`src/lrg_pkg.sv`:
```
// ============================================================================
// Linear ramp generator package
// Shared defaults, command codes and sequencer states.
// ============================================================================
package lrg_pkg;

    localparam int VALUE_WIDTH_DEF = 16;
    localparam int TIME_WIDTH_DEF  = 16;

    typedef enum logic {
        CMD_SET  = 1'b0,
        CMD_TICK = 1'b1
    } t_cmd;

    typedef enum logic [2:0] {
        ST_IDLE,
        ST_CHECK,
        ST_DIV,
        ST_FIN,
        ST_DONE
    } t_state;

endpackage

```
`src/lrg_divider.sv`:
```
// ============================================================================
// Linear ramp generator divider
// Restoring divider that produces one quotient bit per cycle. The upper part
// of the dividend must already be below the divisor.
// ============================================================================
module lrg_divider #(
    parameter int VALUE_WIDTH = lrg_pkg::VALUE_WIDTH_DEF,
    parameter int TIME_WIDTH  = lrg_pkg::TIME_WIDTH_DEF
) (
    input  logic                              i_clk,
    input  logic                              i_rst_n,
    input  logic                              i_start,
    input  logic [VALUE_WIDTH+TIME_WIDTH:0]   i_num,
    input  logic [TIME_WIDTH-1:0]             i_den,
    output logic                              o_busy,
    output logic                              o_done,
    output logic [VALUE_WIDTH:0]              o_quo,
    output logic [TIME_WIDTH-1:0]             o_rem
);
    import lrg_pkg::*;

    localparam int CW = $clog2(VALUE_WIDTH + 1);

    logic [TIME_WIDTH-1:0]  r_rem;
    logic [VALUE_WIDTH:0]   r_quo;
    logic [TIME_WIDTH-1:0]  r_den;
    logic [CW-1:0]          r_cnt;
    logic                   r_busy;
    logic                   r_done;
    logic [TIME_WIDTH:0]    w_trial;
    logic                   w_fit;
    logic [TIME_WIDTH:0]    w_diff;

    assign w_trial = {r_rem, r_quo[VALUE_WIDTH]};
    assign w_fit   = (w_trial >= {1'b0, r_den});
    assign w_diff  = w_trial - {1'b0, r_den};

    always_ff @(posedge i_clk) begin
        if (!i_rst_n) begin
            r_busy <= 1'b0;
            r_done <= 1'b0;
            r_cnt  <= '0;
        end else begin
            r_done <= 1'b0;
            if (i_start) begin
                r_busy <= 1'b1;
                r_cnt  <= '0;
            end else if (r_busy) begin
                if (r_cnt == CW'(VALUE_WIDTH)) begin
                    r_busy <= 1'b0;
                    r_done <= 1'b1;
                end else begin
                    r_cnt <= r_cnt + CW'(1);
                end
            end
        end
    end

    always_ff @(posedge i_clk) begin
        if (i_start) begin
            r_rem <= i_num[VALUE_WIDTH+TIME_WIDTH:VALUE_WIDTH+1];
            r_quo <= i_num[VALUE_WIDTH:0];
            r_den <= i_den;
        end else if (r_busy) begin
            r_rem <= w_fit ? w_diff[TIME_WIDTH-1:0] : w_trial[TIME_WIDTH-1:0];
            r_quo <= {r_quo[VALUE_WIDTH-1:0], w_fit};
        end
    end

    assign o_busy = r_busy;
    assign o_done = r_done;
    assign o_quo  = r_quo;
    assign o_rem  = r_rem;

endmodule

```
`src/linear_ramp_generator_top.sv`:
```
// ============================================================================
// Linear ramp generator
// Timed ramp from a latched start level to a target over a set duration.
// ============================================================================
// A set word latches the present level as the start, the new target and the
// duration, and goes straight to the done state. A tick word that finds the
// level at the target also goes straight to done, and one that reaches the end
// of the ramp passes through the check state first. A tick inside the ramp
// multiplies the level difference by the elapsed total and divides by the
// duration in a divider that makes one quotient bit per cycle, then sets the
// level in the finish state. One word is processed at a time; the result
// register lets the next word in while the last result waits.
module linear_ramp_generator_top #(
    parameter int VALUE_WIDTH = lrg_pkg::VALUE_WIDTH_DEF,
    parameter int TIME_WIDTH  = lrg_pkg::TIME_WIDTH_DEF
) (
    input  logic                          i_clk,
    input  logic                          i_rst_n,
    input  logic                          i_valid,
    output logic                          o_ready,
    input  lrg_pkg::t_cmd                 i_cmd,
    input  logic signed [VALUE_WIDTH-1:0] i_target_value,
    input  logic [TIME_WIDTH-1:0]         i_ramp_time,
    input  logic [TIME_WIDTH-1:0]         i_elapsed,
    output logic                          o_valid,
    input  logic                          i_ready,
    output logic signed [VALUE_WIDTH-1:0] o_current_value,
    output logic                          o_changed
);
    import lrg_pkg::*;

    localparam int VW = VALUE_WIDTH;
    localparam int TW = TIME_WIDTH;

    t_state             r_state, n_state;
    logic [VW-1:0]      r_level, n_level;
    logic [VW-1:0]      r_start, n_start;
    logic [VW-1:0]      r_target, n_target;
    logic [TW-1:0]      r_dur, n_dur;
    logic [TW-1:0]      r_total, n_total;
    logic               r_changed, n_changed;
    logic               r_neg, n_neg;
    logic               r_out_valid, n_out_valid;
    logic [VW-1:0]      r_out_value, n_out_value;
    logic               r_out_changed, n_out_changed;

    logic               w_in_acc;
    logic [TW:0]        w_sum;
    logic [VW:0]        w_diff;
    logic [VW:0]        w_mag;
    logic [VW+TW:0]     w_prod;
    logic               w_div_start;
    logic               w_div_busy;
    logic               w_div_done;
    logic [VW:0]        w_quo;
    logic [TW-1:0]      w_rem;
    logic               w_frac;
    logic [VW+1:0]      w_qs;
    logic [VW+1:0]      w_q;
    logic [VW+1:0]      w_base;
    logic [VW+1:0]      w_base_adj;

    assign w_in_acc = i_valid && o_ready;
    assign w_sum    = {1'b0, r_total} + {1'b0, i_elapsed};
    assign w_diff   = {r_target[VW-1], r_target} - {r_start[VW-1], r_start};
    assign w_mag    = w_diff[VW] ? (~w_diff + (VW+1)'(1)) : w_diff;
    assign w_prod   = {{TW{1'b0}}, w_mag} * {{(VW+1){1'b0}}, r_total};

    lrg_divider #(
        .VALUE_WIDTH (VALUE_WIDTH),
        .TIME_WIDTH  (TIME_WIDTH)
    ) u_div (
        .i_clk   (i_clk),
        .i_rst_n (i_rst_n),
        .i_start (w_div_start),
        .i_num   (w_prod),
        .i_den   (r_dur),
        .o_busy  (w_div_busy),
        .o_done  (w_div_done),
        .o_quo   (w_quo),
        .o_rem   (w_rem)
    );

    assign w_frac     = |w_rem;
    assign w_qs       = {1'b0, w_quo};
    assign w_q        = r_neg ? ((~w_qs + (VW+2)'(1)) - (VW+2)'(w_frac)) : w_qs;
    assign w_base     = {{2{r_start[VW-1]}}, r_start} + w_q;
    assign w_base_adj = (w_base[VW+1] && w_frac) ? (w_base + (VW+2)'(1)) : w_base;

    always_ff @(posedge i_clk) begin
        if (!i_rst_n) begin
            r_state     <= ST_IDLE;
            r_level     <= '0;
            r_start     <= '0;
            r_target    <= '0;
            r_dur       <= '0;
            r_total     <= '0;
            r_changed   <= 1'b0;
            r_neg       <= 1'b0;
            r_out_valid <= 1'b0;
        end else begin
            r_state     <= n_state;
            r_level     <= n_level;
            r_start     <= n_start;
            r_target    <= n_target;
            r_dur       <= n_dur;
            r_total     <= n_total;
            r_changed   <= n_changed;
            r_neg       <= n_neg;
            r_out_valid <= n_out_valid;
        end
    end

    always_ff @(posedge i_clk) begin
        r_out_value   <= n_out_value;
        r_out_changed <= n_out_changed;
    end

    always_comb begin
        n_state       = r_state;
        n_level       = r_level;
        n_start       = r_start;
        n_target      = r_target;
        n_dur         = r_dur;
        n_total       = r_total;
        n_changed     = r_changed;
        n_neg         = r_neg;
        n_out_valid   = r_out_valid && !i_ready;
        n_out_value   = r_out_value;
        n_out_changed = r_out_changed;
        w_div_start   = 1'b0;
        case (r_state)
            ST_IDLE: begin
                if (w_in_acc) begin
                    if (i_cmd == CMD_SET) begin
                        n_start   = r_level;
                        n_target  = i_target_value;
                        n_dur     = i_ramp_time;
                        n_total   = '0;
                        n_changed = 1'b0;
                        n_state   = ST_DONE;
                    end else if (r_level == r_target) begin
                        n_changed = 1'b0;
                        n_state   = ST_DONE;
                    end else begin
                        n_total   = w_sum[TW] ? '1 : w_sum[TW-1:0];
                        n_changed = 1'b1;
                        n_state   = ST_CHECK;
                    end
                end
            end
            ST_CHECK: begin
                if (r_dur <= r_total) begin
                    n_level = r_target;
                    n_state = ST_DONE;
                end else begin
                    w_div_start = 1'b1;
                    n_neg       = w_diff[VW];
                    n_state     = ST_DIV;
                end
            end
            ST_DIV: begin
                if (w_div_done) begin
                    n_state = ST_FIN;
                end
            end
            ST_FIN: begin
                n_level = w_base_adj[VW-1:0];
                n_state = ST_DONE;
            end
            ST_DONE: begin
                if (!r_out_valid || i_ready) begin
                    n_out_valid   = 1'b1;
                    n_out_value   = r_level;
                    n_out_changed = r_changed;
                    n_state       = ST_IDLE;
                end
            end
            default: begin
                n_state = ST_IDLE;
            end
        endcase
    end

    assign o_ready         = (r_state == ST_IDLE);
    assign o_valid         = r_out_valid;
    assign o_current_value = r_out_value;
    assign o_changed       = r_out_changed;

    a_div_running: assert property (@(posedge i_clk) disable iff (!i_rst_n)
        (r_state == ST_DIV) |-> (w_div_busy || w_div_done))
        else $error("Sequencer waits on an idle divider.");

    a_set_clears: assert property (@(posedge i_clk) disable iff (!i_rst_n)
        (w_in_acc && i_cmd == CMD_SET) |=> (r_total == '0 && r_state == ST_DONE))
        else $error("Set word did not clear the elapsed total.");

    a_total_grows: assert property (@(posedge i_clk) disable iff (!i_rst_n)
        !(w_in_acc && i_cmd == CMD_SET) |=> (r_total >= $past(r_total)))
        else $error("Elapsed total fell without a set word.");

endmodule
```
`config.mk`:
```
export PLATFORM = sky130hd
export DESIGN_NAME = linear_ramp_generator_top
export DESIGN_NICKNAME = d
export VERILOG_FILES = /design/src/lrg_pkg.sv /design/src/lrg_divider.sv /design/src/linear_ramp_generator_top.sv
export SDC_FILE = /design/constraint.sdc
export NUM_CORES = 1
export LEC_CHECK = 0
export BUFFER_PORTS_ARGS = -buffer_cell sky130_fd_sc_hd__buf_2
export CAP_MARGIN = 20
export CORE_UTILIZATION = 60
export CTS_BUF_LIST = sky130_fd_sc_hd__clkbuf_4
export CTS_CLUSTER_SIZE = 25
export DETAILED_ROUTE_END_ITERATION = 6
export GPL_ROUTABILITY_DRIVEN = 0
export GPL_TIMING_DRIVEN = 0
export PLACE_DENSITY = 0.79
export SYNTH_ARGS = -nofsm -noshare
export SYNTH_HDL_FRONTEND = slang
export SYNTH_HIERARCHICAL = 1
export SYNTH_SLANG_ARGS = --single-unit
```
`constraint.sdc`:
```
create_clock -name i_clk -period 25.1 [get_ports i_clk]
set_input_delay 1.255 -clock i_clk [delete_from_list [all_inputs] [get_ports i_clk]]
set_output_delay 1.255 -clock i_clk [all_outputs]
set_load 0.02 [all_outputs]
```
==> metrics.md <==
| Metric | Value |
|---|---|
| Final Skew | 0.0543 ns |
| Hold-fix buffers at CTS | 0 |
| Syn. warnings | 6 |
| Sequential share of the synthesized area | 18.7% |
| Leakage | 10.1 nW |
| GRT overflow | 0 |
| Power per cell area | 62.4 nW/um^2 |
| Crit path DAT | 10.94 ns |
| # IOs | 72 |
| Remaining antenna violation count | 0 |
| Post-synth cell types | 88 |
| CP most frequent cell | fa_1 |
| Clock Latency Late Sink | 0.65 ns |
| Post-CTS Setup Inserts | 0 |
| First-pass GRT wire length | 90800 um |
| Post-layout minimum cycle time | 10.57 ns |
| CTS tree | done |
| DP Area | 21500 um^2 |
| CTS clk-pin slew, worst paths | 0.21 ns |
| HPWL after DPL | 46200 um |
| Yosys reg bits | 159 |
| Post_cts resized | 0 |
| Drt drc | 0 |
| DR iter-0 viols | 1634 |
| Number of max-cap violations | 0 |
| Final TNS setup | 0 ns |
| Max Freq | 0.0946 GHz |
| Core Footprint | 33600 um^2 |
| Largest family of logic cells by synthesized area | adder cells |
| Layout cell share with drive strength beyond 1 | 6.93% |
| Root Buffer | clkbuf_4 |
| Vias per cell | 5.96 |
| Crit path max fanout | 10 |
| R2r endpoint | u_div/o_rem[12] |
| Die Y | 187 um |
| Post-synthesis adder-cell area fraction | 33.4% |
| Fin. max-slew vios | 0 |
| Synthesized instance count | 2346 |
| Synth Flop Type | dfxtp_1 |
| Total die area | 34900 um^2 |
| Post-Synth Simple-Gate Area | 16.8% |
| RSZ-0062 raised after global routing | false |
| WP buf/inv | 5 |
| CTS Buf Count | 17 |
| End point of the critical path | u_div/o_rem[12] |
| Worst Hold Class | reg2reg |
| R2R Setup Slk | 14.53 ns |
| Worst path required time | 25.47 ns |
| Setup-failing EPs final | 0 |
| Period utilisation layout | 42.1% |
| Fin. Hold Viols | 0 |
| CTS Sinks | 159 |
| CP Launch Point | r_start[2] |
| WP depth | 33 |
| Synthesized Nets | 2820 |
| Clock Path Buffers | 2 |
| Fin nets | 2913 |
| Critical path type | reg2reg |
| Pin count of the biggest net entering global routing | 34 |
| Tightest Pin Transition | 1.12 ns |
| Starting Density | 61.0% |
| R2R depth | 33 |
| Post-Synth XOR/XNOR Area | 5.83% |
| Mapped cell area | 20500 um^2 |
| Routed vias | 17.3k |
| Slew HR | 24.5% |
| Die Wd | 187 um |
| Vias in the first global route | 17.5k |
| DRT Pass-1 Iters | 6 |
| CP Capture Type | flip-flop |
| Max stage delay on crit path | 0.75 ns |
| GRT Resource Usage Total | 33.1% |
| WL/cell | 19.4 um |
| Area grow syn2layout | 6.07% |
| Ys async rst share | 0% |
| WL final | 56400 um |
| Reg2reg start | r_start[2] |
| Run status | completed |
| Synth Area in Compound Gates | 15.6% |
| Mapped Avg Cell Area | 8.74 um^2 |
| H-tree Lvls | 4 |
| Worst VDD drop | 0.0503 mV |
| CP delay by family, top | compound AO/OA/AOI/OAI gates |
| Mux cell area share after synthesis | 2.01% |
| Worst path slowest cell | xor2_1 |
| Setup crit start kind | flip-flop |
| # rows | 67 |
| IO Port Bufs | 71 |
| Antenna violations before repair | 1 |
| Final Cell Area | 21800 um^2 |
| EDFF count, synth | 66 |
report_power, final:
part | internal [mW] | switching [mW]
logic | 0.304 | 0.568
registers | 0.295 | 0.0239
clock network | 0.0467 | 0.120
flip-flops by register name, summed over array words and instances, names as in the netlist, 3 cells and up:
signal / flops
r_total: 16
o_current_value: 16
r_start: 16
r_target: 16
r_dur: 16
u_div/o_rem: 16
u_div/o_quo: 17
r_state: 3
r_level: 16
u_div/r_den: 16
u_div/r_cnt: 5
metrics by stage:
step           hold WS, ns  utilization, %  worst slack (ns)  cells  power (mW)
2_1_floorplan        0.409               -             15.97   2346       0.927
3_3_place_gp         0.454            63.7             14.89   2865        1.15
3_5_place_dp         0.466            63.8             14.71   2867        1.17
4_1_cts              0.494            64.7             14.70   2899        1.34
5_1_grt              0.489            64.7             14.04   2901        1.46
6_report             0.479            64.7             14.53   2901        1.36
cells in the final DEF (no fill, tap or decap), types with 45 or more instances in the layout:
cell / netlist / final
a21oi_1: 84 / 84
xor2_1: 45 / 45
edfxtp_1: 66 / 66
buf_2: 4 / 75
dfxtp_1: 93 / 93
nand2_1: 321 / 321
clkbuf_1: 69 / 69
xnor2_1: 87 / 87
ha_1: 209 / 209
nor2_1: 114 / 114
a21o_1: 48 / 48
inv_1: 322 / 322
and2_1: 117 / 117
o21ai_0: 76 / 76
fa_1: 212 / 212
a21boi_0: 59 / 59
per-layer routing:
layer | vias to the layer above | routed length, um | GRT usage [%]
met5 | - | 0 | 0
met4 | 0 | 2270 | 14.0
met3 | 147 | 5860 | 8.31
met2 | 827 | 25200 | 51.8
met1 | 8276 | 23000 | 43.6
li1 | 8028 | - | -
cells by family (layout without fill, tap and decap cells):
group / count (synthesis) / in the layout
buffers and inverters: 404 / 510
adder cells (fa/ha/maj): 421 / 421
AND/OR/NAND/NOR: 724 / 724
other: 0 / 1
XOR/XNOR: 134 / 134
multiplexers: 39 / 39
AO/OA/AOI/OAI: 465 / 465
flip-flops: 159 / 159
area by class of cell:
cell class / count / area (um^2)
Tap cell: 448 / 561
Buffer: 81 / 335
Clock buffer: 17 / 128
Fill cell: 2747 / 11900
Inverter: 323 / 1210
Antenna cell: 1 / 2.50
Multi-Input combinational cell: 1783 / 15100
Sequential cell: 159 / 3840
Timing Repair Buffer: 74 / 378
Clock inverter: 15 / 169
cells in the mapped netlist, drive strengths merged (7+ instances only):
library cell	instances	area share, %
nor3	17	0.44
o211ai	10	0.39
and3	12	0.37
clkbuf	69	1.3
nand2b	23	0.70
a211oi	17	0.70
nor4	15	0.49
mux2	18	0.99
nand4	22	0.67
o22ai	19	0.58
inv	322	5.9
and2	118	3.6
or2	8	0.24
mux2i	21	1.0
a31oi	24	0.76
o21bai	10	0.37
a21boi	59	2.2
nand2	321	5.9
a21oi	87	2.2
xor2	46	2.0
dfxtp	93	9.1
o21ai	91	2.2
ha	209	13
xnor2	87	3.7
fa	212	21
o21a	30	1.1
nor2b	20	0.61
buf	12	0.37
a21o	48	1.8
edfxtp	66	9.7
nor2	114	2.1
o31ai	10	0.44
nand3	31	0.76
a41oi	7	0.37
how the worst min path moves through the flow:
stage,startpoint,end,slack [ns],cells after the start
finish,r_dur[0],u_div/r_den[0],0.48,0
global route,r_changed,o_changed,0.49,0
CTS,r_dur[0],u_div/r_den[0],0.49,0
detailed placement,r_dur[9],u_div/r_den[9],0.47,0
global placement,r_dur[9],u_div/r_den[9],0.45,0
floorplan,r_changed,o_changed,0.41,0
worst register-to-register path, delay by kind of cell (launching register included):
kind | cells | cell delay [ns]
xor gates and xnor gates | 2 | 0.92
AOI/OAI and AO/OA | 16 | 4.09
buffers and inverters | 5 | 0.72
adders and majority gates | 8 | 3.81
and+or+nand+nor | 2 | 0.33
DFF | 1 | 0.48
No activity file was read; power rests on OpenSTA's default activity.
